**src/hw/rtl/hsvtc_pkg.sv**
```systemverilog
// Shared types and constants for the HSV threshold blob centroid core.
// Used by the front, queue, back and top-level modules; depends on nothing.
package hsvtc_pkg;

  localparam int ChanW     = 8;
  localparam int CoordW    = 10;
  localparam int AreaW     = 21;
  localparam int SumW      = 30;
  localparam int RadW      = 10;
  localparam int CfgIdxW   = 3;
  localparam int CfgDataW  = 8;
  localparam int PiScaleW  = 17;
  localparam int PiW       = 19;
  localparam int LimitW    = AreaW + PiScaleW;
  localparam int ProdW     = 2 * RadW + PiW;

  localparam int MaxHeightDefault = 1024;
  localparam int MaxWidthDefault  = 1024;
  localparam int QueueDepth       = 2;

  localparam logic [AreaW-1:0]    CountMax = '1;
  localparam logic [SumW-1:0]     SumMax   = '1;
  localparam logic [PiScaleW-1:0] PiScale  = 17'd100000;
  localparam logic [PiW-1:0]      PiScaled = 19'd314159;

  typedef enum logic [CfgIdxW-1:0] {
    CFG_HUE_LOW  = 3'd0,
    CFG_HUE_HIGH = 3'd1,
    CFG_SAT_LOW  = 3'd2,
    CFG_SAT_HIGH = 3'd3,
    CFG_VAL_LOW  = 3'd4,
    CFG_VAL_HIGH = 3'd5
  } cfg_idx_t;

  typedef struct packed {
    logic              mask;
    logic              last;
    logic [AreaW-1:0]  count;
    logic [SumW-1:0]   row_sum;
    logic [SumW-1:0]   col_sum;
  } entry_t;

  typedef struct packed {
    logic full;
    logic empty;
  } queue_status_t;

  typedef struct packed {
    logic              mask;
    logic              frame_done;
    logic              object_found;
    logic [AreaW-1:0]  blob_area;
    logic [CoordW-1:0] center_row;
    logic [CoordW-1:0] center_col;
    logic [RadW-1:0]   blob_radius;
  } result_t;

endpackage

```
**src/hw/rtl/hsvtc_front.sv**
```systemverilog
// Front end: configuration registers, per-pixel threshold test and frame accumulators.
// Pushes one queue entry per accepted pixel. Depends on hsvtc_pkg.
module hsvtc_front #(
  parameter int MAX_HEIGHT = hsvtc_pkg::MaxHeightDefault,
  parameter int MAX_WIDTH  = hsvtc_pkg::MaxWidthDefault
) (
  input  logic                            clk,
  input  logic                            rst_n,
  input  logic                            cfg_wr_en,
  input  logic [hsvtc_pkg::CfgIdxW-1:0]   cfg_index,
  input  logic [hsvtc_pkg::CfgDataW-1:0]  cfg_wdata,
  input  logic                            in_valid,
  output logic                            in_stall,
  input  logic [hsvtc_pkg::ChanW-1:0]     in_hue,
  input  logic [hsvtc_pkg::ChanW-1:0]     in_saturation,
  input  logic [hsvtc_pkg::ChanW-1:0]     in_brightness,
  input  logic [hsvtc_pkg::CoordW-1:0]    in_pixel_row,
  input  logic [hsvtc_pkg::CoordW-1:0]    in_pixel_col,
  input  logic                            in_last_pixel,
  input  hsvtc_pkg::queue_status_t        q_status,
  output logic                            q_push,
  output hsvtc_pkg::entry_t               q_entry
);
  import hsvtc_pkg::*;

  logic [ChanW-1:0] hue_low_r, hue_high_r, sat_low_r, sat_high_r, val_low_r, val_high_r;
  logic [AreaW-1:0] count_r, count_nxt;
  logic [SumW-1:0]  row_sum_r, row_sum_nxt, col_sum_r, col_sum_nxt;
  logic [SumW:0]    row_add, col_add;
  logic             in_frame, hit, accept;

  assign in_stall = q_status.full;
  assign accept   = in_valid && !in_stall;

  assign in_frame = (32'(in_pixel_row) < 32'(MAX_HEIGHT)) &&
                    (32'(in_pixel_col) < 32'(MAX_WIDTH));
  assign hit = in_frame &&
               (hue_low_r < in_hue) && (in_hue < hue_high_r) &&
               (sat_low_r < in_saturation) && (in_saturation < sat_high_r) &&
               (val_low_r < in_brightness) && (in_brightness < val_high_r);

  assign row_add = {1'b0, row_sum_r} + (SumW + 1)'(in_pixel_row);
  assign col_add = {1'b0, col_sum_r} + (SumW + 1)'(in_pixel_col);

  always_comb begin
    count_nxt   = count_r;
    row_sum_nxt = row_sum_r;
    col_sum_nxt = col_sum_r;
    if (hit) begin
      count_nxt   = (count_r == CountMax) ? count_r : count_r + AreaW'(1);
      row_sum_nxt = row_add[SumW] ? SumMax : row_add[SumW-1:0];
      col_sum_nxt = col_add[SumW] ? SumMax : col_add[SumW-1:0];
    end
  end

  assign q_push          = accept;
  assign q_entry.mask    = hit;
  assign q_entry.last    = in_last_pixel;
  assign q_entry.count   = count_nxt;
  assign q_entry.row_sum = row_sum_nxt;
  assign q_entry.col_sum = col_sum_nxt;

  always_ff @(posedge clk) begin
    if (!rst_n) begin
      hue_low_r  <= '0;
      hue_high_r <= '0;
      sat_low_r  <= '0;
      sat_high_r <= '0;
      val_low_r  <= '0;
      val_high_r <= '0;
      count_r    <= '0;
      row_sum_r  <= '0;
      col_sum_r  <= '0;
    end else begin
      if (cfg_wr_en) begin
        case (cfg_idx_t'(cfg_index))
          CFG_HUE_LOW:  hue_low_r  <= cfg_wdata;
          CFG_HUE_HIGH: hue_high_r <= cfg_wdata;
          CFG_SAT_LOW:  sat_low_r  <= cfg_wdata;
          CFG_SAT_HIGH: sat_high_r <= cfg_wdata;
          CFG_VAL_LOW:  val_low_r  <= cfg_wdata;
          CFG_VAL_HIGH: val_high_r <= cfg_wdata;
          default: ;
        endcase
      end
      if (accept) begin
        if (in_last_pixel) begin
          count_r   <= '0;
          row_sum_r <= '0;
          col_sum_r <= '0;
        end else begin
          count_r   <= count_nxt;
          row_sum_r <= row_sum_nxt;
          col_sum_r <= col_sum_nxt;
        end
      end
    end
  end

endmodule

```
**src/hw/rtl/hsvtc_queue.sv**
```systemverilog
// Short queue between the front and back ends, holding classified pixel entries.
// Depends on hsvtc_pkg.
module hsvtc_queue (
  input  logic                      clk,
  input  logic                      rst_n,
  input  logic                      push,
  input  hsvtc_pkg::entry_t         push_entry,
  input  logic                      pop,
  output hsvtc_pkg::entry_t         head,
  output hsvtc_pkg::queue_status_t  status
);
  import hsvtc_pkg::*;

  localparam int PtrW = (QueueDepth > 1) ? $clog2(QueueDepth) : 1;
  localparam int CntW = $clog2(QueueDepth + 1);

  entry_t          mem [QueueDepth];
  logic [PtrW-1:0] wr_ptr_r, rd_ptr_r;
  logic [CntW-1:0] count_r;
  logic            do_push, do_pop;

  assign status.full  = (count_r == CntW'(QueueDepth));
  assign status.empty = (count_r == '0);
  assign do_push      = push && !status.full;
  assign do_pop       = pop && !status.empty;
  assign head         = mem[rd_ptr_r];

  always_ff @(posedge clk) begin
    if (do_push) begin
      mem[wr_ptr_r] <= push_entry;
    end
  end

  always_ff @(posedge clk) begin
    if (!rst_n) begin
      wr_ptr_r <= '0;
      rd_ptr_r <= '0;
      count_r  <= '0;
    end else begin
      if (do_push) begin
        wr_ptr_r <= (wr_ptr_r == PtrW'(QueueDepth - 1)) ? '0 : wr_ptr_r + PtrW'(1);
      end
      if (do_pop) begin
        rd_ptr_r <= (rd_ptr_r == PtrW'(QueueDepth - 1)) ? '0 : rd_ptr_r + PtrW'(1);
      end
      if (do_push && !do_pop) begin
        count_r <= count_r + CntW'(1);
      end else if (do_pop && !do_push) begin
        count_r <= count_r - CntW'(1);
      end
    end
  end

endmodule

```
**src/hw/rtl/hsvtc_back.sv**
```systemverilog
// Back end: drains the queue into the output register and, on a frame's last pixel,
// runs the bit-serial centroid divides and the radius search. Depends on hsvtc_pkg.
module hsvtc_back (
  input  logic                      clk,
  input  logic                      rst_n,
  input  hsvtc_pkg::entry_t         head,
  input  hsvtc_pkg::queue_status_t  q_status,
  output logic                      q_pop,
  output logic                      out_valid,
  input  logic                      out_stall,
  output hsvtc_pkg::result_t        out_result
);
  import hsvtc_pkg::*;

  localparam int StepW = $clog2(SumW);
  localparam int KW    = $clog2(RadW) + 1;

  typedef enum logic [1:0] {ST_IDLE, ST_CALC, ST_DONE} state_t;

  typedef struct packed {
    logic [AreaW:0]  rem;
    logic [SumW-1:0] quo;
  } div_state_t;

  function automatic div_state_t div_step(div_state_t s, logic [AreaW-1:0] dsr);
    logic [AreaW:0] sh;
    div_state_t     n;
    sh    = {s.rem[AreaW-1:0], s.quo[SumW-1]};
    n.quo = {s.quo[SumW-2:0], 1'b0};
    if (sh >= {1'b0, dsr}) begin
      n.rem    = sh - {1'b0, dsr};
      n.quo[0] = 1'b1;
    end else begin
      n.rem = sh;
    end
    return n;
  endfunction

  function automatic logic [CoordW-1:0] clamp_center(logic [SumW-1:0] q);
    return (q[SumW-1:CoordW] != '0) ? '1 : q[CoordW-1:0];
  endfunction

  state_t             state_r, state_nxt;
  logic [StepW-1:0]   step_r, step_nxt;
  logic               out_valid_r, out_valid_nxt;
  result_t            res_r, res_nxt;
  logic               mask_r, mask_nxt;
  logic [AreaW-1:0]   count_r, count_nxt;
  div_state_t         rdiv_r, rdiv_nxt, cdiv_r, cdiv_nxt;
  logic [LimitW-1:0]  limit_r, limit_nxt;
  logic [RadW-1:0]    rad_r, rad_nxt;
  logic [2*RadW-1:0]  sq_r, sq_nxt;
  logic [KW-1:0]      k;
  logic [RadW-1:0]    cand;
  logic [2*RadW-1:0]  cand_sq;
  logic [ProdW-1:0]   prod;
  logic               out_free, found;

  assign out_free   = !out_valid_r || !out_stall;
  assign out_valid  = out_valid_r;
  assign out_result = res_r;
  assign found      = (count_r != '0);

  assign k       = KW'(RadW - 1) - KW'(step_r);
  assign cand    = rad_r | (RadW'(1) << k);
  assign cand_sq = sq_r + ((2 * RadW)'(rad_r) << (k + KW'(1))) + ((2 * RadW)'(1) << {k, 1'b0});
  assign prod    = ProdW'(cand_sq) * ProdW'(PiScaled);

  always_comb begin
    state_nxt     = state_r;
    step_nxt      = step_r;
    out_valid_nxt = out_valid_r && out_stall;
    res_nxt       = res_r;
    mask_nxt      = mask_r;
    count_nxt     = count_r;
    rdiv_nxt      = rdiv_r;
    cdiv_nxt      = cdiv_r;
    limit_nxt     = limit_r;
    rad_nxt       = rad_r;
    sq_nxt        = sq_r;
    q_pop         = 1'b0;
    case (state_r)
      ST_IDLE: begin
        if (!q_status.empty && head.last) begin
          q_pop         = 1'b1;
          mask_nxt      = head.mask;
          count_nxt     = head.count;
          rdiv_nxt.rem  = '0;
          rdiv_nxt.quo  = head.row_sum;
          cdiv_nxt.rem  = '0;
          cdiv_nxt.quo  = head.col_sum;
          limit_nxt     = LimitW'(head.count) * LimitW'(PiScale);
          rad_nxt       = '0;
          sq_nxt        = '0;
          step_nxt      = '0;
          state_nxt     = ST_CALC;
        end else if (!q_status.empty && out_free) begin
          q_pop         = 1'b1;
          out_valid_nxt = 1'b1;
          res_nxt       = '0;
          res_nxt.mask  = head.mask;
        end
      end
      ST_CALC: begin
        rdiv_nxt = div_step(rdiv_r, count_r);
        cdiv_nxt = div_step(cdiv_r, count_r);
        if (step_r < StepW'(RadW)) begin
          if (prod <= ProdW'(limit_r)) begin
            rad_nxt = cand;
            sq_nxt  = cand_sq;
          end
        end
        if (step_r == StepW'(SumW - 1)) begin
          state_nxt = ST_DONE;
        end else begin
          step_nxt = step_r + StepW'(1);
        end
      end
      ST_DONE: begin
        if (out_free) begin
          out_valid_nxt        = 1'b1;
          res_nxt.mask         = mask_r;
          res_nxt.frame_done   = 1'b1;
          res_nxt.object_found = found;
          res_nxt.blob_area    = count_r;
          res_nxt.center_row   = found ? clamp_center(rdiv_r.quo) : '0;
          res_nxt.center_col   = found ? clamp_center(cdiv_r.quo) : '0;
          res_nxt.blob_radius  = rad_r;
          state_nxt            = ST_IDLE;
        end
      end
      default: state_nxt = ST_IDLE;
    endcase
  end

  always_ff @(posedge clk) begin
    if (!rst_n) begin
      state_r     <= ST_IDLE;
      step_r      <= '0;
      out_valid_r <= 1'b0;
    end else begin
      state_r     <= state_nxt;
      step_r      <= step_nxt;
      out_valid_r <= out_valid_nxt;
    end
    res_r   <= res_nxt;
    mask_r  <= mask_nxt;
    count_r <= count_nxt;
    rdiv_r  <= rdiv_nxt;
    cdiv_r  <= cdiv_nxt;
    limit_r <= limit_nxt;
    rad_r   <= rad_nxt;
    sq_r    <= sq_nxt;
  end

endmodule

```
**src/hw/rtl/hsv_threshold_blob_centroid_core.sv**
```systemverilog
// HSV threshold blob centroid core: front end, two-entry queue and back end.
// A result is registered in the queue and then in the output register; the last pixel
// of a frame also waits for the one-bit-per-cycle 30-step centroid divide.
// Throughput: one pixel per cycle when not stalled; a frame end holds the back end busy.
// Reset (synchronous, rst_n low) clears the bounds, the accumulators, the queue and the
// output valid flag.
module hsv_threshold_blob_centroid_core #(
  parameter int MAX_HEIGHT = hsvtc_pkg::MaxHeightDefault,
  parameter int MAX_WIDTH  = hsvtc_pkg::MaxWidthDefault
) (
  input  logic                            clk,
  input  logic                            rst_n,
  input  logic                            cfg_wr_en,
  input  logic [hsvtc_pkg::CfgIdxW-1:0]   cfg_index,
  input  logic [hsvtc_pkg::CfgDataW-1:0]  cfg_wdata,
  input  logic                            in_valid,
  output logic                            in_stall,
  input  logic [hsvtc_pkg::ChanW-1:0]     in_hue,
  input  logic [hsvtc_pkg::ChanW-1:0]     in_saturation,
  input  logic [hsvtc_pkg::ChanW-1:0]     in_brightness,
  input  logic [hsvtc_pkg::CoordW-1:0]    in_pixel_row,
  input  logic [hsvtc_pkg::CoordW-1:0]    in_pixel_col,
  input  logic                            in_last_pixel,
  output logic                            out_valid,
  input  logic                            out_stall,
  output logic                            out_mask,
  output logic                            out_frame_done,
  output logic                            out_object_found,
  output logic [hsvtc_pkg::AreaW-1:0]     out_blob_area,
  output logic [hsvtc_pkg::CoordW-1:0]    out_center_row,
  output logic [hsvtc_pkg::CoordW-1:0]    out_center_col,
  output logic [hsvtc_pkg::RadW-1:0]      out_blob_radius
);
  import hsvtc_pkg::*;

  queue_status_t q_status;
  entry_t        q_entry, q_head;
  logic          q_push, q_pop;
  result_t       result;

  hsvtc_front #(
    .MAX_HEIGHT(MAX_HEIGHT),
    .MAX_WIDTH (MAX_WIDTH)
  ) u_front (
    .clk          (clk),
    .rst_n        (rst_n),
    .cfg_wr_en    (cfg_wr_en),
    .cfg_index    (cfg_index),
    .cfg_wdata    (cfg_wdata),
    .in_valid     (in_valid),
    .in_stall     (in_stall),
    .in_hue       (in_hue),
    .in_saturation(in_saturation),
    .in_brightness(in_brightness),
    .in_pixel_row (in_pixel_row),
    .in_pixel_col (in_pixel_col),
    .in_last_pixel(in_last_pixel),
    .q_status     (q_status),
    .q_push       (q_push),
    .q_entry      (q_entry)
  );

  hsvtc_queue u_queue (
    .clk       (clk),
    .rst_n     (rst_n),
    .push      (q_push),
    .push_entry(q_entry),
    .pop       (q_pop),
    .head      (q_head),
    .status    (q_status)
  );

  hsvtc_back u_back (
    .clk       (clk),
    .rst_n     (rst_n),
    .head      (q_head),
    .q_status  (q_status),
    .q_pop     (q_pop),
    .out_valid (out_valid),
    .out_stall (out_stall),
    .out_result(result)
  );

  assign out_mask         = result.mask;
  assign out_frame_done   = result.frame_done;
  assign out_object_found = result.object_found;
  assign out_blob_area    = result.blob_area;
  assign out_center_row   = result.center_row;
  assign out_center_col   = result.center_col;
  assign out_blob_radius  = result.blob_radius;

endmodule
```
**config.mk**
```make
export PLATFORM = sky130hd
export DESIGN_NAME = hsv_threshold_blob_centroid_core
export DESIGN_NICKNAME = d
export VERILOG_FILES = /design/src/hw/rtl/hsvtc_pkg.sv /design/src/hw/rtl/hsvtc_front.sv /design/src/hw/rtl/hsvtc_queue.sv /design/src/hw/rtl/hsvtc_back.sv /design/src/hw/rtl/hsv_threshold_blob_centroid_core.sv
export SDC_FILE = /design/constraint.sdc
export NUM_CORES = 2
export LEC_CHECK = 0
export BUFFER_PORTS_ARGS = -buffer_cell sky130_fd_sc_hd__clkbuf_2
export CAP_MARGIN = 20
export CORE_MARGIN = 2
export CORE_UTILIZATION = 55
export DETAILED_ROUTE_END_ITERATION = 7
export PLACE_DENSITY = 0.79
export SLEW_MARGIN = 10
export SYNTH_ARGS = -nofsm -noshare
export SYNTH_HDL_FRONTEND = slang
export SYNTH_SLANG_ARGS = --single-unit
```
**constraint.sdc**
```tcl
create_clock -name clk -period 18.55 [get_ports clk]
set_input_delay 2.7825 -clock clk [delete_from_list [all_inputs] [get_ports clk]]
set_output_delay 2.7825 -clock clk [all_outputs]
set_load 0.01 [all_outputs]
```
==> flow_summary.html <==
<table>
<tr><th>Metric</th><th>Value</th></tr>
<tr><th colspan="2">Drt</th></tr>
<tr><td>Routed wire per std cell</td><td>18.3 um</td></tr>
<tr><td>Number of DRC markers in iteration 0</td><td>between 2k and 2.5k</td></tr>
<tr><td>First-pass iteration count of the detailed router</td><td>8</td></tr>
<tr><td>Vias</td><td>29.4k</td></tr>
<tr><td>Via count normalized by instance count</td><td>between 5 and 6</td></tr>
<tr><td>Antenna violation net count after detailed routing</td><td>0</td></tr>
<tr><td>Post-detailed-routing wire length</td><td>roughly 93 mm</td></tr>
<tr><td>DRC Markers</td><td>12</td></tr>
<tr><th colspan="2">Layout</th></tr>
<tr><td>Number of fill cells</td><td>slightly below 6k</td></tr>
<tr><td>Multi-input combinational cell area</td><td>0.0231 mm2</td></tr>
<tr><td>Area delta synth-&gt;final</td><td>8.84%</td></tr>
<tr><td>Sequential Area</td><td>about 0.015 mm2</td></tr>
<tr><td>Proportion of layout cells with a drive suffix above 1</td><td>under 10%</td></tr>
<tr><td>Final-stage net count</td><td>4853</td></tr>
<tr><th colspan="2">Die</th></tr>
<tr><td>Number of I/O pins</td><td>between 100 and 150</td></tr>
<tr><td>Initial Utilization</td><td>between 50 and 60%</td></tr>
<tr><td>Horizontal die dimension</td><td>between 200 and 300 um</td></tr>
<tr><td>Die Area</td><td>around 0.076 mm2</td></tr>
<tr><td>Floorplan row count</td><td>between 90 and 100</td></tr>
<tr><td>Die span in y</td><td>276 um</td></tr>
<tr><td>Area of the core</td><td>between 0.07 and 0.08 mm2</td></tr>
<tr><th colspan="2">Clock network</th></tr>
<tr><td>H-tree levels</td><td>2</td></tr>
<tr><td>Clock Root Buffer</td><td>clkbuf_16</td></tr>
<tr><td>Post-CTS setup-driven buffer insertion count</td><td>0</td></tr>
<tr><td>Clk sink count</td><td>approximately 550</td></tr>
<tr><td>Total clock buffers created by CTS</td><td>between 50 and 60</td></tr>
<tr><td>CTS tree</td><td>done</td></tr>
<tr><td>Insertion delay to the later sink of the worst-skew pair</td><td>between 0.6 and 0.7 ns</td></tr>
<tr><td>Post-CTS clock slew at the launch and capture registers of the worst setup and hold paths</td><td>around 0.060 ns</td></tr>
<tr><td>Post-CTS resize count</td><td>0</td></tr>
<tr><td>Bufs on Longest Clock Path</td><td>3</td></tr>
<tr><td>Hold-fix buffers at CTS</td><td>0</td></tr>
<tr><th colspan="2">Logic synthesis</th></tr>
<tr><td>Most used flip-flop cell after synthesis</td><td>edfxtp_1</td></tr>
<tr><td>Most frequent cell after synthesis</td><td>inv_1</td></tr>
<tr><td>Area contributors post-synth</td><td>edfxtp_1, ha_1, fa_1</td></tr>
<tr><td>Area of the mapped netlist</td><td>around 0.041 mm2</td></tr>
<tr><td>Nets in the synthesized netlist</td><td>~4.8k</td></tr>
<tr><td>Share of the synthesized area in the top cell type</td><td>~30%</td></tr>
<tr><td>Most area-hungry cell type in the Yosys netlist</td><td>edfxtp_1</td></tr>
<tr><td>List of most frequent post-synthesis cells</td><td>inv_1, ha_1, edfxtp_1</td></tr>
<tr><td>Part of the Yosys area used for sequential elements</td><td>between 30% and 40%</td></tr>
<tr><td>Number of different library cells in the post-synthesis netlist</td><td>85</td></tr>
<tr><td>Number of enable flip-flop cells after synthesis</td><td>approximately 410</td></tr>
<tr><td>Count of mapped cells out of synthesis</td><td>about 4k</td></tr>
<tr><td>Number of synthesized register bits</td><td>approximately 550</td></tr>
<tr><td>Total number of yosys warnings</td><td>0</td></tr>
<tr><td>Post-Syn Area per Cell</td><td>roughly 10 um2</td></tr>
<tr><td>Post-synth ARST share</td><td>0%</td></tr>
<tr><th colspan="2">Critical path</th></tr>
<tr><td>Arrival @ worst endpoint</td><td>14.26 ns</td></tr>
<tr><td>Crit path top cell by count</td><td>fa_1</td></tr>
<tr><td>Worst Setup End Kind</td><td>flop</td></tr>
<tr><td>Worst EP required</td><td>between 15 and 20 ns</td></tr>
<tr><td>Master of the slowest instance on the critical path</td><td>ha_1</td></tr>
<tr><td>Slowest stage delay, CP</td><td>slightly above 0.8 ns</td></tr>
<tr><td>Category of cells accounting for the largest share of critical-path delay</td><td>adder cells</td></tr>
<tr><td>Buffering stage count on the worst path with inverters included</td><td>7</td></tr>
<tr><td>Largest fanout on the critical path</td><td>30</td></tr>
<tr><td>Critical Path Start Type</td><td>flop</td></tr>
<tr><td>Critical path class</td><td>reg2reg</td></tr>
<tr><th colspan="2">Timing</th></tr>
<tr><td>Setup TNS</td><td>0 ns</td></tr>
<tr><td>Layout Skew</td><td>~0.025 ns</td></tr>
<tr><td>Final hold viol count</td><td>0</td></tr>
<tr><td>Max-slew violation total from the final report</td><td>0</td></tr>
<tr><td>RSZ-0062 raised after global routing</td><td>false</td></tr>
<tr><td>Slew at the pin with the worst max-slew slack</td><td>around 1.1 ns</td></tr>
<tr><td>Min Tclk post-route</td><td>13.99 ns</td></tr>
<tr><td>Headroom to the max-slew limit</td><td>approximately a quarter</td></tr>
<tr><td>Total of endpoints with negative setup slack in the final report</td><td>0</td></tr>
<tr><td>Fmax</td><td>between 0.07 and 0.08 GHz</td></tr>
<tr><td>Post-route clock period utilization</td><td>75.4%</td></tr>
<tr><th colspan="2">Placement</th></tr>
<tr><td>Placed wire-length estimate after detailed placement</td><td>just over 70 mm</td></tr>
<tr><td>RD Place Congestion</td><td>between 0.9 and 1</td></tr>
<tr><td>Number of buffers inserted by port buffering</td><td>between 100 and 150</td></tr>
<tr><th colspan="2">Global route</th></tr>
<tr><td>Most congested layer reported by global routing</td><td>met2</td></tr>
<tr><td>Met2 Track Usage GR</td><td>about two fifths</td></tr>
<tr><td>Via count of the first global-routing pass</td><td>28.5k</td></tr>
<tr><td>Met1 track demand over resource in global routing</td><td>about a third</td></tr>
<tr><td>Maximum number of pins on one net before global-route repair</td><td>between 100 and 150</td></tr>
<tr><td>Global-route wire length before repair</td><td>approximately 150 mm</td></tr>
<tr><td>GRT Overall Usage</td><td>between 20% and 30%</td></tr>
<tr><td>Global routing usage on met3</td><td>~4%</td></tr>
<tr><td>Overflow left after global routing</td><td>0</td></tr>
<tr><td>Initial antenna violation count</td><td>0</td></tr>
<tr><th colspan="2">Min path</th></tr>
<tr><td>Type of the worst min-delay path</td><td>reg2reg</td></tr>
<tr><th colspan="2">Job</th></tr>
<tr><td>Max-capacitance violation count</td><td>0</td></tr>
<tr><th colspan="2">Status</th></tr>
<tr><td>Violations in the final reports</td><td>DRC</td></tr>
<tr><td>Outcome</td><td>complete, but fails checks</td></tr>
</table>
-- final cells by class --
| class | count | area share (%) |
|---|---|---|
| tap | 959 | 2.71 |
| sequential | 547 | 33.9 |
| multi-input combinational | 2778 | 52.2 |
| antenna | 1 | 0.00566 |
| clock buffer | 76 | 3.58 |
| inverter | 563 | 4.78 |
| timing repair buffer | 158 | 2.12 |
| clock inverter | 29 | 0.611 |
-- metal layers --
metal / up-vias / part of all wire, %
li1: 14186 / -
met1: 14256 / 44
met2: 825 / 48
met3: 136 / 6.5
met4: 0 / 2.0
met5: - / 0
-- flip-flops by register name, summed over array words and instances (netlist names), 10 cells and up, named ones only --
register and flops:
u_back.limit_r 31, u_back.out_result 54, u_back.rad_r 10, u_front.col_sum_r 30, u_back.rdiv_r 51, u_back.sq_r 20, u_queue.mem 166, u_back.cdiv_r 51
u_front.count_r 21, u_back.count_r 21, u_front.row_sum_r 30
-- worst min-delay path, cell delays in order, from the launching register on --
cell and delay, ns:
dfxtp_1 0.31, nand2_1 0.05, a21oi_1 0.05
-- logic make-up (layout without fill, tap and decap cells) --
logic type	count (synthesis)	after routing	share of synthesized area, %
buf+inv	678	826	6.38
compound gates	772	772	12.1
simple gates	997	997	11.9
fa+ha+maj	688	688	25.3
xor+xnor	187	187	4.03
flops	547	547	36.9
other cells	0	1	0
mux	134	134	3.41
-- per-stage QoR --
| stage | cell area (um2) | std cells | hold WS, ns | setup slack [ns] | util [%] |
|---|---|---|---|---|---|
| 2_1_floorplan | 40600 | 4003 | 0.431 | 4.61 | - |
| 3_3_place_gp | 42300 | 4998 | 0.441 | 5.11 | 57.8 |
| 3_5_place_dp | 42300 | 4998 | 0.447 | 4.80 | 57.8 |
| 4_1_cts | 44100 | 5103 | 0.455 | 4.75 | 60.4 |
| 5_1_grt | 44200 | 5110 | 0.469 | 3.73 | 60.5 |
| 6_report | 44200 | 5111 | 0.453 | 4.56 | 60.5 |
-- cells in the final DEF, fill, tap and decap left out, types with 54 or more instances in the layout --
cell	n
xnor2_1	125
a21oi_1	276
mux2i_1	100
clkbuf_16	60
edfxtp_1	405
o21ai_0	122
fa_1	221
nor2_1	294
nand3_1	86
a21o_1	70
clkbuf_2	116
ha_1	467
xor2_1	61
nand2_1	272
o21a_1	54
dfxtp_1	141
inv_1	560
-- worst paths after layout --
check / startpoint / endpoint / slack [ns] / cells after the start
max reg2reg: u_back.step_r[0] / u_back.rad_r[5] / 4.56 / 44
max: u_back.step_r[0] / u_back.rad_r[5] / 4.56 / 44
min: u_front.val_high_r[3] / u_front.val_high_r[3] / 0.45 / 2
min reg2reg: u_front.val_high_r[3] / u_front.val_high_r[3] / 0.45 / 2
Power is not shown: default switching activity piles up to over one toggle a cycle in this logic, so the estimate is an artifact.
